<file path="config.mk">
export PLATFORM = sky130hd
export DESIGN_NAME = pat_ram
export DESIGN_NICKNAME = d
export VERILOG_FILES = /design/src/sv/pat_pkg.sv /design/src/sv/pat_ram.sv
export SDC_FILE = /design/constraint.sdc
export NUM_CORES = 2
export LEC_CHECK = 0
export ABC_AREA = 0
export BUFFER_PORTS_ARGS = -buffer_cell sky130_fd_sc_hd__clkbuf_2
export CORE_MARGIN = 2
export CORE_UTILIZATION = 32
export DETAILED_ROUTE_END_ITERATION = 8
export PLACE_DENSITY = 0.43
export SLEW_MARGIN = 0
export SYNTH_ARGS = -nofsm -noshare
export SYNTH_HDL_FRONTEND = slang
export SYNTH_SLANG_ARGS = --single-unit
</file>
<file path="constraint.sdc">
create_clock -name clock -period 5.8 [get_ports clock]
set_input_delay 1.45 -clock clock [delete_from_list [all_inputs] [get_ports clock]]
set_output_delay 1.45 -clock clock [all_outputs]
set_load 0.05 [all_outputs]
</file>
<file path="src/sv/pat_pkg.sv">
// positional array table: shared types and codes
// request and response payload structs, operation kinds, status codes
// no dependencies
package pat_pkg;

   localparam int unsigned DATA_W = 32;

   // operation kinds
   localparam logic [2:0] KIND_CLEAR  = 3'd0;
   localparam logic [2:0] KIND_READ   = 3'd1;
   localparam logic [2:0] KIND_INSERT = 3'd2;
   localparam logic [2:0] KIND_DELETE = 3'd3;
   localparam logic [2:0] KIND_SEARCH = 3'd4;

   // status codes
   localparam logic [2:0] ST_OK     = 3'd0;
   localparam logic [2:0] ST_FULL   = 3'd1;
   localparam logic [2:0] ST_EMPTY  = 3'd2;
   localparam logic [2:0] ST_BADPOS = 3'd3;
   localparam logic [2:0] ST_NOTFND = 3'd4;

   typedef struct packed {
      logic [2:0]               kind;
      logic [7:0]               position;
      logic signed [DATA_W-1:0] value;
   } req_type;

   typedef struct packed {
      logic [2:0]               status;
      logic signed [DATA_W-1:0] read_value;
      logic [7:0]               found_position;
      logic [7:0]               entry_count;
   } rsp_type;

endpackage

</file>
<file path="src/sv/pat_ram.sv">
// positional array table: entry storage
// one write port, one read port with registered read data
// depends on pat_pkg
module pat_ram #(
   parameter int unsigned DEPTH = 128
) (
   input  logic                                clock,
   input  logic                                wr_en,
   input  logic [$clog2(DEPTH)-1:0]            wr_addr,
   input  logic signed [pat_pkg::DATA_W-1:0]   wr_data,
   input  logic [$clog2(DEPTH)-1:0]            rd_addr,
   output logic signed [pat_pkg::DATA_W-1:0]   rd_data
);
   import pat_pkg::*;

   logic signed [DATA_W-1:0] mem [DEPTH];
   logic signed [DATA_W-1:0] rd_data_ff;

   always_ff @(posedge clock) begin
      if (wr_en) begin
         mem[wr_addr] <= wr_data;
      end
      rd_data_ff <= mem[rd_addr];
   end

   assign rd_data = rd_data_ff;

endmodule

</file>
==> results.txt <==
Synth Area in XOR/XNOR - 0%
Setup Fix Bufs, Post-CTS - 0
CP Data Arrival Time - 4.83 ns
first-pass GRT wire length - 657700 microns
M3 GR Usage - 3.844%
# setup viols final - 0
met1 global-route usage - 27.66%
drt wl/cell - 36.26 microns
most used routing layer - met2
die span in x - 702.8 microns
Layout Skew - 0.08389 ns
Overflow after GRT - 0
PwrDens - 353.5 nW/um^2
Num Clock Sinks - 4128
max-slew violations - 0
final hold viol count - 0
share of post-route cells with drive strength above 1 - 37.20%
multiplexer area fraction after synthesis - 19.60%
Clk pwr share - 43.3%
normalized max-slew margin - 20.54%
register area share after synthesis - 79.12%
ANT nets after route - 0
H-tree depth - 5
Post-Synth Adder-Cell Area - 0%
Die Y-Extent - 702.8 microns
most common cell after layout, fill and taps aside - edfxtp_1
Setup crit start kind - primary input
fin crit share - 67.64%
Data required, critical path - 6.70 ns
most frequent cells in the layout - edfxtp_1 (4096), mux4_2 (1344), clkbuf_16 (452), buf_4 (328), nor2_4 (119)
pin count of the biggest net entering global routing - 129
initial DRC count - 8712
initial antenna violation count - 73
# nets final - 6628
Max rail drop VDD - 0.2795 mV
Starting Density - 32.14%
GR Util met2 - 31.97%
DRC viols - 0
Sequential Power Share - 51.2%
Combinational Power Share - 5.5%
Worst-Margin Slew - 1.192 ns
Leak Pwr - 55.55 nW
hold_buf cts - 0
Post-Synth Simple-Gate Area - 0.4460%
CTS root buf - clkbuf_16
Mapped Cells - 5990
Port-buffer cells - 79
HPWL Detailed - 275000 microns
synthesis-to-finish area growth - 16.96%
Max Cap Violations - 0
Highest Clock Rate - 254.9 MHz
FP Rows - 256
Final GP Congestion - 0.7594
worst skew pair latency - 1.05 ns
Final Instance Count excl. Fillers - 13437
Yosys reg bits - 4128
largest family of logic cells by synthesized area - multiplexers
sw frac - 22.25%
CTS buffer count - 447
core outline area - 486200 sq um
Mapped Avg Cell Area - 26.09 sq um
post-CTS sizing - 0
Switch Pwr - 14.38 mW
routed vias - 71095
DRT Pass-1 Iters - 5
WL final - 487200 microns
Ys Warns - 0
status - complete, no violations
internal power - 50.24 mW
worst-path fanout max - 29
Mapped Area - 156300 sq um
Clock Tree Buf Depth - 4
Die Area - 494000 sq um
GRT Total Usage - 19.62%
final worst path period need - 3.923 ns
Critical Setup Path Class - in2reg
Min-Delay Path Class - in2reg
Synth Area in Compound Gates - 0%
vias in the first global route - 73829
Reg clk slew, reported paths - 0.06 ns
Pwr Total - 64.62 mW
RSZ-0062 raised after global routing - no
CTS tree - done
setup_tns - 0 ns
via density per instance - 5.291
placed insts - 12581
Worst setup EP type - flip-flop
I/O pins - 80
synth unique cells - 17
syn_nets - 6038
[power by group through the flow]
stage	logic, mW	clock network [mW]	registers (mW)
after global placement	3.59	0	33.7
after floorplan	1.59	0	33.8
after detailed placement	3.62	0	33.7
after global routing	3.71	29.8	33.1
after CTS	3.63	28.7	33.1
final	3.53	28.0	33.1
[through the flow]
step	setup WS, ns	utilization (%)	area (sq um)	hold WS (ns)
floorplan	1.111	-	156300	1.074
global placement	0.7491	34.64	168400	1.106
detailed placement	0.7646	34.64	168400	1.117
CTS	1.784	37.58	182700	0.7613
global route	1.829	37.58	182700	0.8161
finish	1.877	37.59	182800	0.8662
[final timing paths]
| path | slack [ns] | startpoint | endpoint | depth (start not counted) |
|---|---|---|---|---|
| min | 0.87 | wr_data[10] | mem[16][10]$_DFFE_PP_ | 1 |
| max reg2reg | 3.01 | mem[117][7]$_DFFE_PP_ | rd_data[7]$_DFF_P_ | 4 |
| min reg2reg | 1.13 | mem[85][4]$_DFFE_PP_ | rd_data[4]$_DFF_P_ | 4 |
| max | 1.88 | rd_addr[0] | rd_data[4]$_DFF_P_ | 8 |
[metal layers]
metal,vias up,part of all wire (%)
met4,26,1.8
met3,535,6.9
li1,27695,-
met1,40377,43
met2,2462,48
met5,-,0.035
[flip-flops by register name (all words and copies together), names as in the netlist]
signal,count
rd_data,32
mem,4096
[synth_stat cells]
master / instances / area, sq um
edfxtp_1: 4096 / 123000
mux4_2: 1344 / 30270
clkbuf_1: 182 / 683.2
nor2_1: 122 / 457.9
buf_2: 79 / 395.4
buf_1: 50 / 187.7
dfxtp_1: 32 / 640.6
mux2_2: 32 / 360.4
nand2_1: 14 / 52.55
nand3_1: 12 / 60.06
nor3_1: 9 / 45.04
nor2b_1: 7 / 43.79
buf_4: 3 / 22.52
nand4_1: 3 / 18.77
buf_6: 2 / 22.52
nand2b_1: 2 / 12.51
or3_1: 1 / 6.260
[cell families (layout without fill, tap and decap cells)]
kind of cell / count (synthesis) / count (layout)
buffers and inverters: 316 / 1288
DFF: 4128 / 4128
muxes: 1376 / 1376
other: 0 / 25
and+or+nand+nor: 170 / 170
[layout make-up]
| type | instances | area (sq um) |
|---|---|---|
| Fill cell | 43472 | 303400 |
| Sequential cell | 4128 | 123600 |
| Multi-Input combinational cell | 1546 | 32290 |
| Clock buffer | 562 | 11770 |
| Tap cell | 6450 | 8070 |
| Timing Repair Buffer | 457 | 4405 |
| Clock inverter | 269 | 2541 |
| Antenna cell | 25 | 62.56 |
[worst max-delay path, cell delays in order]
cell	delay [ns]
buf_12	0.37
buf_12	0.30
buf_4	0.28
buf_4	0.25
mux4_2	0.53
mux4_2	0.49
mux4_2	0.65
mux2_2	0.33
No activity file was read; power rests on OpenSTA's default activity.
